[src/rtl/core/tpdr_pkg.sv]
// Shared types, constants and register map of the throttle duty ramp.
`timescale 1ns / 1ps
package tpdr_pkg;

  // Parameter defaults
  localparam int DUTY_BITS_DEF = 16;
  localparam int ADC_BITS_DEF  = 12;

  // Fixed field widths
  localparam int SAMPLE_W = 12;
  localparam int PHASE_W  = 16;
  localparam int DUTY_W   = 16;
  localparam int MV_W     = 12;
  localparam int STEP_W   = 8;

  // Full scale of the throttle voltage in mV
  localparam int MV_FULL = 3300;

  // Register reset values
  localparam int RST_RUN_THR  = 500;
  localparam int RST_STARTUP  = 200;
  localparam int RST_MAX      = 1000;
  localparam int RST_PROTECT  = 400;
  localparam int RST_STALL    = 4500;
  localparam int RST_STEP     = 10;

  // Divider retires this many quotient bits per cycle
  localparam int DIV_BITS_PER_CYC = 2;

  // APB port
  localparam int APB_AW = 5;
  localparam int APB_DW = 32;

  typedef enum logic [2:0] {
    REG_RUN_THR  = 3'd0,
    REG_STARTUP  = 3'd1,
    REG_MAX      = 3'd2,
    REG_PROTECT  = 3'd3,
    REG_STALL    = 3'd4,
    REG_STEP     = 3'd5
  } reg_idx_e;

  // Configuration as seen by the sequencer; duty fields are zero extended
  typedef struct packed {
    logic [MV_W-1:0]    run_threshold_mv;
    logic [DUTY_W-1:0]  base_duty;
    logic [DUTY_W-1:0]  max_duty;
    logic [DUTY_W-1:0]  protect_duty;
    logic [PHASE_W-1:0] stall_phase_limit;
    logic [STEP_W-1:0]  ramp_step;
  } cfg_t;

  typedef enum logic [3:0] {
    ST_IDLE,
    ST_MV_MUL,
    ST_MV_DIV,
    ST_MV_WAIT,
    ST_SPAN_MUL,
    ST_SPAN_DIV,
    ST_SPAN_WAIT,
    ST_TGT,
    ST_SLEW,
    ST_OUT
  } ctrl_state_e;

endpackage

[src/rtl/core/tpdr_if.sv]
// Request channels of the throttle duty ramp: tick input and duty result.
`timescale 1ns / 1ps
interface tpdr_in_if;
  import tpdr_pkg::*;
  logic                valid;
  logic                ready;
  logic [SAMPLE_W-1:0] throttle_sample;
  logic [PHASE_W-1:0]  phase_time;

  modport source (output valid, output throttle_sample, output phase_time, input ready);
  modport sink   (input valid, input throttle_sample, input phase_time, output ready);
endinterface

interface tpdr_out_if;
  import tpdr_pkg::*;
  logic              valid;
  logic              ready;
  logic [DUTY_W-1:0] duty_now;
  logic              duty_changed;
  logic [DUTY_W-1:0] target_duty;
  logic              drive_off;
  logic              start_request;

  modport source (output valid, output duty_now, output duty_changed, output target_duty,
                  output drive_off, output start_request, input ready);
  modport sink   (input valid, input duty_now, input duty_changed, input target_duty,
                  input drive_off, input start_request, output ready);
endinterface

[src/rtl/core/tpdr_regs.sv]
// APB configuration registers of the throttle duty ramp.
`timescale 1ns / 1ps
module tpdr_regs #(
  parameter int DUTY_BITS = tpdr_pkg::DUTY_BITS_DEF
) (
  input  logic                        clk_i,
  input  logic                        rst_ni,
  input  logic                        psel,
  input  logic                        penable,
  input  logic                        pwrite,
  input  logic [tpdr_pkg::APB_AW-1:0] paddr,
  input  logic [tpdr_pkg::APB_DW-1:0] pwdata,
  output logic [tpdr_pkg::APB_DW-1:0] prdata,
  output logic                        pready,
  output tpdr_pkg::cfg_t              cfg_o
);
  import tpdr_pkg::*;

  logic [MV_W-1:0]      thr_q;
  logic [DUTY_BITS-1:0] startup_q;
  logic [DUTY_BITS-1:0] max_q;
  logic [DUTY_BITS-1:0] protect_q;
  logic [PHASE_W-1:0]   stall_q;
  logic [STEP_W-1:0]    step_q;
  reg_idx_e             idx;
  logic                 wr_en;

  assign idx    = reg_idx_e'(paddr[APB_AW-1:2]);
  assign wr_en  = psel && penable && pwrite;
  assign pready = 1'b1;

  // Register writes
  always_ff @(posedge clk_i or negedge rst_ni) begin
    if (!rst_ni) begin
      thr_q     <= MV_W'(RST_RUN_THR);
      startup_q <= DUTY_BITS'(RST_STARTUP);
      max_q     <= DUTY_BITS'(RST_MAX);
      protect_q <= DUTY_BITS'(RST_PROTECT);
      stall_q   <= PHASE_W'(RST_STALL);
      step_q    <= STEP_W'(RST_STEP);
    end else if (wr_en) begin
      case (idx)
        REG_RUN_THR: thr_q     <= pwdata[MV_W-1:0];
        REG_STARTUP: startup_q <= pwdata[DUTY_BITS-1:0];
        REG_MAX:     max_q     <= pwdata[DUTY_BITS-1:0];
        REG_PROTECT: protect_q <= pwdata[DUTY_BITS-1:0];
        REG_STALL:   stall_q   <= pwdata[PHASE_W-1:0];
        REG_STEP:    step_q    <= pwdata[STEP_W-1:0];
        default: ;
      endcase
    end
  end

  // Read mux
  always_comb begin
    case (idx)
      REG_RUN_THR: prdata = APB_DW'(thr_q);
      REG_STARTUP: prdata = APB_DW'(startup_q);
      REG_MAX:     prdata = APB_DW'(max_q);
      REG_PROTECT: prdata = APB_DW'(protect_q);
      REG_STALL:   prdata = APB_DW'(stall_q);
      REG_STEP:    prdata = APB_DW'(step_q);
      default:     prdata = '0;
    endcase
  end

  assign cfg_o.run_threshold_mv  = thr_q;
  assign cfg_o.base_duty         = DUTY_W'(startup_q);
  assign cfg_o.max_duty          = DUTY_W'(max_q);
  assign cfg_o.protect_duty      = DUTY_W'(protect_q);
  assign cfg_o.stall_phase_limit = stall_q;
  assign cfg_o.ramp_step         = step_q;

endmodule

[src/rtl/core/tpdr_div.sv]
// Shared iterative restoring divider, two quotient bits per cycle.
`timescale 1ns / 1ps
module tpdr_div #(
  parameter int NUM_W = 28,
  parameter int DEN_W = 12
) (
  input  logic             clk_i,
  input  logic             rst_ni,
  input  logic             start_i,
  input  logic [NUM_W-1:0] num_i,
  input  logic [DEN_W-1:0] den_i,
  output logic             done_o,
  output logic [NUM_W-1:0] quo_o
);
  import tpdr_pkg::*;

  localparam int ITERS = NUM_W / DIV_BITS_PER_CYC;
  localparam int CNT_W = $clog2(ITERS + 1);

  logic [CNT_W-1:0] cnt_q;
  logic             busy_q;
  logic             done_q;
  logic [DEN_W-1:0] rem_q, rem_d;
  logic [NUM_W-1:0] quo_q, quo_d;
  logic [DEN_W-1:0] den_q;

  // Retire DIV_BITS_PER_CYC quotient bits: shift in, compare, subtract
  always_comb begin
    logic [DEN_W:0] trial;
    rem_d = rem_q;
    quo_d = quo_q;
    for (int i = 0; i < DIV_BITS_PER_CYC; i++) begin
      trial = {rem_d, quo_d[NUM_W-1]};
      quo_d = {quo_d[NUM_W-2:0], 1'b0};
      if (trial >= {1'b0, den_q}) begin
        trial    = trial - {1'b0, den_q};
        quo_d[0] = 1'b1;
      end
      rem_d = trial[DEN_W-1:0];
    end
  end

  // Iteration control
  always_ff @(posedge clk_i or negedge rst_ni) begin
    if (!rst_ni) begin
      busy_q <= 1'b0;
      done_q <= 1'b0;
      cnt_q  <= '0;
    end else begin
      done_q <= 1'b0;
      if (start_i) begin
        busy_q <= 1'b1;
        cnt_q  <= CNT_W'(ITERS);
      end else if (busy_q) begin
        cnt_q <= cnt_q - CNT_W'(1);
        if (cnt_q == CNT_W'(1)) begin
          busy_q <= 1'b0;
          done_q <= 1'b1;
        end
      end
    end
  end

  // Partial remainder and quotient
  always_ff @(posedge clk_i) begin
    if (start_i) begin
      rem_q <= '0;
      quo_q <= num_i;
      den_q <= den_i;
    end else if (busy_q) begin
      rem_q <= rem_d;
      quo_q <= quo_d;
    end
  end

  assign done_o = done_q;
  assign quo_o  = quo_q;

endmodule

[src/rtl/core/tpdr_ctrl.sv]
// Sequencer and datapath: scaling, run/restart logic, target and slew.
`timescale 1ns / 1ps
module tpdr_ctrl #(
  parameter int DUTY_BITS = tpdr_pkg::DUTY_BITS_DEF,
  parameter int ADC_BITS  = tpdr_pkg::ADC_BITS_DEF,
  parameter int NUM_W     = 28,
  parameter int DEN_W     = 12
) (
  input  logic             clk_i,
  input  logic             rst_ni,
  input  tpdr_pkg::cfg_t   cfg_i,
  tpdr_in_if.sink          in_ch,
  tpdr_out_if.source       out_ch,
  output logic             div_start_o,
  output logic [NUM_W-1:0] div_num_o,
  output logic [DEN_W-1:0] div_den_o,
  input  logic             div_done_i,
  input  logic [NUM_W-1:0] div_quo_i
);
  import tpdr_pkg::*;

  localparam int MUL_A_W = (ADC_BITS > DUTY_BITS) ? ADC_BITS : DUTY_BITS;
  localparam int PROD_W  = MUL_A_W + MV_W;
  localparam int SUM_W   = DUTY_BITS + 1;
  localparam int SX_W    = SAMPLE_W + ADC_BITS;
  localparam logic [ADC_BITS-1:0] ADC_FULL = {ADC_BITS{1'b1}};

  ctrl_state_e state_q, state_d;

  // Per-tick working registers
  logic [ADC_BITS-1:0]  sample_q;
  logic [PHASE_W-1:0]   phase_q;
  logic [NUM_W-1:0]     prod_q;
  logic [MV_W-1:0]      mv_q;
  logic [DUTY_BITS-1:0] add_q;
  logic [DUTY_BITS-1:0] tgt_q;
  logic                 drive_off_q;
  logic                 start_req_q;
  logic [DUTY_BITS-1:0] res_duty_q;
  logic                 res_chg_q;

  // Persistent state
  logic                 armed_q;
  logic [DUTY_BITS-1:0] duty_q;

  // Output register
  logic                 out_valid_q;
  logic [DUTY_W-1:0]    out_duty_q;
  logic                 out_chg_q;
  logic [DUTY_W-1:0]    out_tgt_q;
  logic                 out_off_q;
  logic                 out_start_q;

  logic [SX_W-1:0]      sample_x;
  logic [DUTY_BITS-1:0] startup, max_lim, protect;
  logic                 above, below, span_div_need, out_free;
  logic [MV_W-1:0]      span;
  logic [MUL_A_W-1:0]   mul_a;
  logic [MV_W-1:0]      mul_b;
  logic [PROD_W-1:0]    mul_p;
  logic                 use_span;
  logic [DUTY_BITS-1:0] tgt_d;
  logic [DUTY_BITS-1:0] duty_d;
  logic                 chg_d;

  assign sample_x = SX_W'(in_ch.throttle_sample);
  assign startup  = cfg_i.base_duty[DUTY_BITS-1:0];
  assign max_lim  = cfg_i.max_duty[DUTY_BITS-1:0];
  assign protect  = cfg_i.protect_duty[DUTY_BITS-1:0];

  // Threshold compare and span above threshold
  assign above         = mv_q > cfg_i.run_threshold_mv;
  assign below         = mv_q < cfg_i.run_threshold_mv;
  assign span          = mv_q - cfg_i.run_threshold_mv;
  assign span_div_need = above && (max_lim > startup);
  assign out_free      = !out_valid_q || out_ch.ready;

  // Shared multiplier: sample * full scale, then duty range * span
  assign mul_a = use_span ? MUL_A_W'(max_lim - startup) : MUL_A_W'(sample_q);
  assign mul_b = use_span ? span : MV_W'(MV_FULL);
  assign mul_p = mul_a * mul_b;

  // Next state
  always_comb begin
    state_d = state_q;
    case (state_q)
      ST_IDLE:      if (in_ch.valid) state_d = ST_MV_MUL;
      ST_MV_MUL:    state_d = ST_MV_DIV;
      ST_MV_DIV:    state_d = ST_MV_WAIT;
      ST_MV_WAIT:   if (div_done_i) state_d = ST_SPAN_MUL;
      ST_SPAN_MUL:  state_d = span_div_need ? ST_SPAN_DIV : ST_TGT;
      ST_SPAN_DIV:  state_d = ST_SPAN_WAIT;
      ST_SPAN_WAIT: if (div_done_i) state_d = ST_TGT;
      ST_TGT:       state_d = ST_SLEW;
      ST_SLEW:      state_d = ST_OUT;
      ST_OUT:       if (out_free) state_d = ST_IDLE;
      default:      state_d = ST_IDLE;
    endcase
  end

  // State decoded controls
  always_comb begin
    in_ch.ready = (state_q == ST_IDLE);
    use_span    = (state_q == ST_SPAN_MUL);
    div_start_o = (state_q == ST_MV_DIV) || (state_q == ST_SPAN_DIV);
    div_num_o   = prod_q;
    div_den_o   = (state_q == ST_SPAN_DIV) ?
                  DEN_W'(MV_W'(MV_FULL) - cfg_i.run_threshold_mv) : DEN_W'(ADC_FULL);
  end

  // Target: base plus scaled span, clamp to max, cap near stall
  always_comb begin
    logic [SUM_W-1:0] sum;
    sum   = SUM_W'(startup) + SUM_W'(add_q);
    tgt_d = (sum > SUM_W'(max_lim)) ? max_lim : sum[DUTY_BITS-1:0];
    if ((phase_q > cfg_i.stall_phase_limit) && (tgt_d > protect)) begin
      tgt_d = protect;
    end
  end

  // Slew one step toward the target, single count when close
  always_comb begin
    logic [STEP_W-1:0] step;
    logic [SUM_W-1:0]  up_sum;
    logic [SUM_W-1:0]  dn_lim;
    step   = (cfg_i.ramp_step == '0) ? STEP_W'(1) : cfg_i.ramp_step;
    up_sum = SUM_W'(duty_q) + SUM_W'(step);
    dn_lim = SUM_W'(tgt_q) + SUM_W'(step);
    duty_d = duty_q;
    chg_d  = 1'b0;
    if (duty_q < tgt_q) begin
      chg_d  = 1'b1;
      duty_d = (up_sum < SUM_W'(tgt_q)) ? up_sum[DUTY_BITS-1:0]
                                        : duty_q + DUTY_BITS'(1);
    end else if (duty_q > tgt_q) begin
      chg_d  = 1'b1;
      duty_d = (SUM_W'(duty_q) > dn_lim) ? duty_q - DUTY_BITS'(step)
                                         : duty_q - DUTY_BITS'(1);
    end
  end

  // Control and persistent state
  always_ff @(posedge clk_i or negedge rst_ni) begin
    if (!rst_ni) begin
      state_q     <= ST_IDLE;
      armed_q     <= 1'b1;
      duty_q      <= '0;
      out_valid_q <= 1'b0;
    end else begin
      state_q <= state_d;
      if (state_q == ST_SPAN_MUL) begin
        if (below) begin
          armed_q <= 1'b1;
        end else if (above) begin
          armed_q <= 1'b0;
        end
      end
      if (state_q == ST_SLEW) begin
        duty_q <= duty_d;
      end
      if (state_q == ST_OUT && out_free) begin
        out_valid_q <= 1'b1;
      end else if (out_ch.ready) begin
        out_valid_q <= 1'b0;
      end
    end
  end

  // Datapath registers
  always_ff @(posedge clk_i) begin
    case (state_q)
      ST_IDLE: begin
        sample_q <= sample_x[ADC_BITS-1:0];
        phase_q  <= in_ch.phase_time;
      end
      ST_MV_MUL:  prod_q <= NUM_W'(mul_p);
      ST_MV_WAIT: mv_q   <= div_quo_i[MV_W-1:0];
      ST_SPAN_MUL: begin
        prod_q      <= NUM_W'(mul_p);
        drive_off_q <= below;
        start_req_q <= above && armed_q;
        add_q       <= '0;
      end
      ST_SPAN_WAIT: add_q <= div_quo_i[DUTY_BITS-1:0];
      ST_TGT:       tgt_q <= tgt_d;
      ST_SLEW: begin
        res_duty_q <= duty_d;
        res_chg_q  <= chg_d;
      end
      ST_OUT: begin
        if (out_free) begin
          out_duty_q  <= DUTY_W'(res_duty_q);
          out_chg_q   <= res_chg_q;
          out_tgt_q   <= DUTY_W'(tgt_q);
          out_off_q   <= drive_off_q;
          out_start_q <= start_req_q;
        end
      end
      default: ;
    endcase
  end

  assign out_ch.valid         = out_valid_q;
  assign out_ch.duty_now      = out_duty_q;
  assign out_ch.duty_changed  = out_chg_q;
  assign out_ch.target_duty   = out_tgt_q;
  assign out_ch.drive_off     = out_off_q;
  assign out_ch.start_request = out_start_q;

endmodule

[src/rtl/core/throttle_to_pwm_duty_ramp.sv]
// Top level of the throttle to PWM duty ramp.
// Sequence: a request is scaled to mV on the shared divider (NUM_W = 28 by default),
//   then its span above the threshold is divided too, unless the throttle is at or
//   below the threshold or max_duty <= base_duty; target, slew and output follow.
// Requests: one at a time, taken only in idle once the last result is registered; the
//   divider and multiplier are shared by both scaling steps of one request.
// Reset: registers take their defaults, restart armed, duty 0, no result pending.
`timescale 1ns / 1ps
module throttle_to_pwm_duty_ramp #(
  parameter int DUTY_BITS = tpdr_pkg::DUTY_BITS_DEF,
  parameter int ADC_BITS  = tpdr_pkg::ADC_BITS_DEF
) (
  input  logic                        clk_i,
  input  logic                        rst_ni,
  tpdr_in_if.sink                     in_i,
  tpdr_out_if.source                  out_o,
  input  logic                        psel,
  input  logic                        penable,
  input  logic                        pwrite,
  input  logic [tpdr_pkg::APB_AW-1:0] paddr,
  input  logic [tpdr_pkg::APB_DW-1:0] pwdata,
  output logic [tpdr_pkg::APB_DW-1:0] prdata,
  output logic                        pready
);
  import tpdr_pkg::*;

  localparam int MUL_A_W = (ADC_BITS > DUTY_BITS) ? ADC_BITS : DUTY_BITS;
  localparam int NUM_RAW = MUL_A_W + MV_W;
  localparam int NUM_W   = NUM_RAW + (NUM_RAW % DIV_BITS_PER_CYC);
  localparam int DEN_W   = (ADC_BITS > MV_W) ? ADC_BITS : MV_W;

  cfg_t             cfg;
  logic             div_start;
  logic [NUM_W-1:0] div_num;
  logic [DEN_W-1:0] div_den;
  logic             div_done;
  logic [NUM_W-1:0] div_quo;

  tpdr_regs #(
    .DUTY_BITS(DUTY_BITS)
  ) u_regs (
    .clk_i  (clk_i),
    .rst_ni (rst_ni),
    .psel   (psel),
    .penable(penable),
    .pwrite (pwrite),
    .paddr  (paddr),
    .pwdata (pwdata),
    .prdata (prdata),
    .pready (pready),
    .cfg_o  (cfg)
  );

  tpdr_div #(
    .NUM_W(NUM_W),
    .DEN_W(DEN_W)
  ) u_div (
    .clk_i  (clk_i),
    .rst_ni (rst_ni),
    .start_i(div_start),
    .num_i  (div_num),
    .den_i  (div_den),
    .done_o (div_done),
    .quo_o  (div_quo)
  );

  tpdr_ctrl #(
    .DUTY_BITS(DUTY_BITS),
    .ADC_BITS (ADC_BITS),
    .NUM_W    (NUM_W),
    .DEN_W    (DEN_W)
  ) u_ctrl (
    .clk_i      (clk_i),
    .rst_ni     (rst_ni),
    .cfg_i      (cfg),
    .in_ch      (in_i),
    .out_ch     (out_o),
    .div_start_o(div_start),
    .div_num_o  (div_num),
    .div_den_o  (div_den),
    .div_done_i (div_done),
    .div_quo_i  (div_quo)
  );

endmodule

[src/flat_wrapper.sv]
// flat-port wrapper written by rule: the top's interface ports become plain ports
module throttle_to_pwm_duty_ramp_flat import tpdr_pkg::*;
#(
  parameter int DUTY_BITS = tpdr_pkg::DUTY_BITS_DEF,
  parameter int ADC_BITS  = tpdr_pkg::ADC_BITS_DEF
)
  (clk_i, rst_ni, psel, penable, pwrite, paddr, pwdata, prdata, pready, in_i_valid, in_i_throttle_sample, in_i_phase_time, in_i_ready, out_o_valid, out_o_duty_now, out_o_duty_changed, out_o_target_duty, out_o_drive_off, out_o_start_request, out_o_ready);
  tpdr_in_if in_i_i ();
  tpdr_out_if out_o_i ();
  input  logic clk_i;
  input  logic rst_ni;
  input  logic psel;
  input  logic penable;
  input  logic pwrite;
  input  logic [tpdr_pkg::APB_AW-1:0] paddr;
  input  logic [tpdr_pkg::APB_DW-1:0] pwdata;
  output logic [tpdr_pkg::APB_DW-1:0] prdata;
  output logic pready;
  input wire logic [$bits(in_i_i.valid)-1:0] in_i_valid;
  input wire logic [$bits(in_i_i.throttle_sample)-1:0] in_i_throttle_sample;
  input wire logic [$bits(in_i_i.phase_time)-1:0] in_i_phase_time;
  output wire logic [$bits(in_i_i.ready)-1:0] in_i_ready;
  output wire logic [$bits(out_o_i.valid)-1:0] out_o_valid;
  output wire logic [$bits(out_o_i.duty_now)-1:0] out_o_duty_now;
  output wire logic [$bits(out_o_i.duty_changed)-1:0] out_o_duty_changed;
  output wire logic [$bits(out_o_i.target_duty)-1:0] out_o_target_duty;
  output wire logic [$bits(out_o_i.drive_off)-1:0] out_o_drive_off;
  output wire logic [$bits(out_o_i.start_request)-1:0] out_o_start_request;
  input wire logic [$bits(out_o_i.ready)-1:0] out_o_ready;
  assign in_i_i.valid = in_i_valid;
  assign in_i_i.throttle_sample = in_i_throttle_sample;
  assign in_i_i.phase_time = in_i_phase_time;
  assign in_i_ready = in_i_i.ready;
  assign out_o_valid = out_o_i.valid;
  assign out_o_duty_now = out_o_i.duty_now;
  assign out_o_duty_changed = out_o_i.duty_changed;
  assign out_o_target_duty = out_o_i.target_duty;
  assign out_o_drive_off = out_o_i.drive_off;
  assign out_o_start_request = out_o_i.start_request;
  assign out_o_i.ready = out_o_ready;
  throttle_to_pwm_duty_ramp #(.DUTY_BITS(DUTY_BITS), .ADC_BITS(ADC_BITS)) u_core (.clk_i(clk_i), .rst_ni(rst_ni), .in_i(in_i_i), .out_o(out_o_i), .psel(psel), .penable(penable), .pwrite(pwrite), .paddr(paddr), .pwdata(pwdata), .prdata(prdata), .pready(pready));
endmodule
[config.mk]
export PLATFORM = sky130hd
export DESIGN_NAME = throttle_to_pwm_duty_ramp_flat
export DESIGN_NICKNAME = d
export VERILOG_FILES = /design/src/rtl/core/tpdr_pkg.sv /design/src/rtl/core/tpdr_if.sv /design/src/rtl/core/tpdr_regs.sv /design/src/rtl/core/tpdr_div.sv /design/src/rtl/core/tpdr_ctrl.sv /design/src/rtl/core/throttle_to_pwm_duty_ramp.sv /design/src/flat_wrapper.sv
export SDC_FILE = /design/constraint.sdc
export NUM_CORES = 1
export LEC_CHECK = 0
export ABC_AREA = 1
export ABC_CLOCK_PERIOD_IN_PS = 9500
export BUFFER_PORTS_ARGS = -buffer_cell sky130_fd_sc_hd__buf_2
export CORE_MARGIN = 5
export CORE_UTILIZATION = 60
export CTS_BUF_LIST = sky130_fd_sc_hd__clkbuf_4
export DETAILED_ROUTE_END_ITERATION = 7
export GPL_ROUTABILITY_DRIVEN = 0
export PLACE_DENSITY_LB_ADDON = 0.2
export SYNTH_ARGS = -nofsm -noshare
export SYNTH_HDL_FRONTEND = slang
export SYNTH_SLANG_ARGS = --single-unit
[constraint.sdc]
create_clock -name clk_i -period 9.5 [get_ports clk_i]
set_input_delay 0.475 -clock clk_i [delete_from_list [all_inputs] [get_ports clk_i]]
set_output_delay 0.475 -clock clk_i [all_outputs]
set_load 0.1 [all_outputs]
==> results.md <==
- Outcome: completed
- Max_slew headroom: 16.27%
- Top post-synthesis cells by count: nand2_1, inv_1, ha_1
- WL met1: 30840 um
- Crit path DAT: 8.15 ns
- Met2 routed WL: 34920 um
- Core footprint: 45090 um^2
- Full die area: 49570 um^2
- Yosys top cell by area: edfxtp_1
- Post-Synthesis Cells: 3315
- Die Y: 222.7 um
- Req. time, crit path: 10.07 ns
- Post-synthesis sequential area ratio: 32.81%
- IO buf count: 106
- Initial DRT Pass Iterations: 6
- Count of cell types in the netlist: 59
- Setup TNS: 0 ns
- Hold Path Class: input port to flip-flop
- Cts bufs inserted: 84
- Post-synth EDFFs: 194
- R2R setup slack: 1.92 ns
- Top-count cell post-synth: nand2_1
- Top cells by area, synth: edfxtp_1, ha_1, fa_1
- Min Hold Slack: 0.1302 ns
- Clk sinks: 318
- Clock root buffer: clkbuf_4
- Vias in the first global route: 23380
- Worst skew pair latency: 0.85 ns
- DP Wirelength: 57910 um
- Max incr delay on CP: 0.56 ns
- CTS H-tree depth: 3
- Met3 WL post-DR: 6600 um
- RSZ-0062 raised after global routing: false
- Post-Syn Area: 27130 um^2
- Worst path slowest cell: fa_1
- Routed WL: 75120 um
- Slew Viols, Final: 0
- Async set or reset register ratio after synthesis: 35.22%
- Drt via density: 5.693
- Grt ovf: 0
- Minimum clock period after layout: 7.577 ns
- Cell mode on critical path: nand2_1
- Setup CP Type: flip-flop to flip-flop
- Largest net degree at the start of global routing: 75
- Final Hold Fails: 0
- Top Metal Used: met4
- CTS clk-pin slew, worst paths: 0.06 ns
- Global-route wire length before repair: 119800 um
- P&R area growth vs syn: 9.560%
- Top-Level Pins: 142
- Startpoint Class: flip-flop
- Initial core utilization: 60.18%
- DRT antenna net count: 0
- Clock Skew: 0.03835 ns
- Worst Setup End Kind: flip-flop
- Layout Utilization: 65.93%
- Proportion of layout cells with a drive suffix above 1: 10.46%
- Slew @ Worst Pin: 1.251 ns
- DRT iter0 DRCs: 2751
- Critical-path maximum fanout: 11
- Via count: 23700
- #FFs+latches synth: 318
- Nets: 3962
- Achievable Freq: 0.1320 GHz
- Die Wd: 222.7 um
- DRC violations left: 0
- Mean Syn Cell Area: 8.185 um^2
- CTS tree: done
- CTS Buffer Depth: 3
- Synth top area share: 21.47%
- Final setup viols: 0
- Most used DFF post-synth: edfxtp_1
- Synth Warn #: 0
- Row Count: 78
- Wire length per cell: 18.04 um
- Initial antenna violation count: 2
- GRT Total Usage: 29.86%
- Final period util: 79.75%
- Max-cap viol count: 0
path summary, 6_finish.rpt:
check,start,to,cells after the start
min in group asynchronous,rst_ni,u_core.u_ctrl.duty_q[14],2
hold reg to reg,u_core.u_ctrl.res_duty_q[0],u_core.u_ctrl.out_ch.duty_now[0],0
setup / recovery,u_core.u_regs.thr_q[2],u_core.u_ctrl.div_num_o[20],30
hold / removal,pwdata[10],u_core.u_regs.protect_q[10],3
max in group asynchronous,rst_ni,u_core.u_regs.max_q[14],3
setup reg to reg,u_core.u_regs.thr_q[2],u_core.u_ctrl.div_num_o[20],30
registers in the layout (all words and copies together) (netlist names), 4 cells and up:
| register | flops |
|---|---|
| u_core.u_ctrl.div_num_o | 28 |
| u_core.u_div.quo_o | 28 |
| u_core.u_ctrl.add_q | 16 |
| u_core.u_ctrl.duty_q | 16 |
| u_core.u_ctrl.out_ch.duty_now | 16 |
| u_core.u_ctrl.out_ch.target_duty | 16 |
| u_core.u_ctrl.phase_q | 16 |
| u_core.u_ctrl.res_duty_q | 16 |
| u_core.u_ctrl.tgt_q | 16 |
| u_core.u_regs.max_q | 16 |
| u_core.u_regs.protect_q | 16 |
| u_core.u_regs.stall_q | 16 |
| u_core.u_regs.startup_q | 16 |
| u_core.u_ctrl.mv_q | 12 |
| u_core.u_ctrl.sample_q | 12 |
| u_core.u_div.den_q | 12 |
| u_core.u_div.rem_q | 12 |
| u_core.u_regs.thr_q | 12 |
| u_core.u_regs.step_q | 8 |
| u_core.u_ctrl.state_q | 4 |
| u_core.u_div.cnt_q | 4 |
worst max-delay path, delay by kind of cell (launching register included):
family                     cells  cell delay, ns
adders and majority gates      7            3.38
AOI/OAI and AO/OA              8            1.50
and+or+nand+nor                9            1.06
buffers and inverters          5            0.67
DFF                            1            0.53
xor gates and xnor gates       1            0.15
cells in the final DEF (no fill, tap or decap), types with 9 or more instances in the layout:
cell,n
a21o_1,12
a21oi_1,154
a22oi_1,9
a31oi_1,11
and2_1,21
buf_2,105
buf_4,13
clkbuf_4,140
clkinv_1,11
conb_1,17
dfrtp_1,86
dfstp_2,26
dfxtp_1,12
dlygate4sd3_1,42
edfxtp_1,194
fa_1,148
ha_1,257
inv_1,577
nand2_1,770
nand2_2,18
nand3_1,211
nand3b_1,9
nand4_1,53
nor2_1,190
nor2_2,12
nor3_1,24
nor4_1,9
o211ai_1,9
o21ai_0,177
o21bai_1,13
o221ai_1,10
o22ai_1,12
or2_2,13
xnor2_1,27
xor2_1,79
timing repair:
action,4_1_cts,5_1_grt
hold buffers,42,0
gates resized for setup,0,0
buffers inserted,0,0
hold endpoints to repair,98,0
final cells by class:
cell class / instances / area (um^2)
inverters: 587 / 2203
diodes: 7 / 17.52
repair buffers: 160 / 1044
clock inverters: 18 / 142.6
clock buffers: 140 / 1051
well taps: 600 / 750.7
flip-flops and latches: 318 / 8901
multi-input cells: 2334 / 15620
fillers: 3742 / 15360
through the flow:
stage,worst slack (ns),instances,area (um^2)
2_1_floorplan,3.049,3330,27190
3_3_place_gp,2.102,3957,28090
3_5_place_dp,2.020,3957,28090
4_1_cts,2.026,4157,29710
5_1_grt,1.454,4162,29720
6_report,1.923,4164,29730
metal layers:
| layer | track usage, % | vias to the layer above |
|---|---|---|
| met5 | 0 | - |
| met3 | 6.698 | 219 |
| met4 | 10.22 | 0 |
| met1 | 39.44 | 11220 |
| li1 | - | 11170 |
| met2 | 49.01 | 1089 |
cell families (layout without fill, tap and decap cells):
kind of cell / Yosys count / after routing / synth area share [%]
AO/OA/AOI/OAI: 451 / 451 / 9.421
AND/OR/NAND/NOR: 1355 / 1355 / 21.66
buffers and inverters: 678 / 905 / 9.892
other: 2 / 24 / 0.02768
flip-flops: 318 / 318 / 32.81
XOR/XNOR: 106 / 106 / 3.422
adder cells (fa/ha/maj): 405 / 405 / 22.77
Power is left out: the tool's default activity adds up to more than one toggle a clock period on the data nets, which glitch-free logic cannot reach.
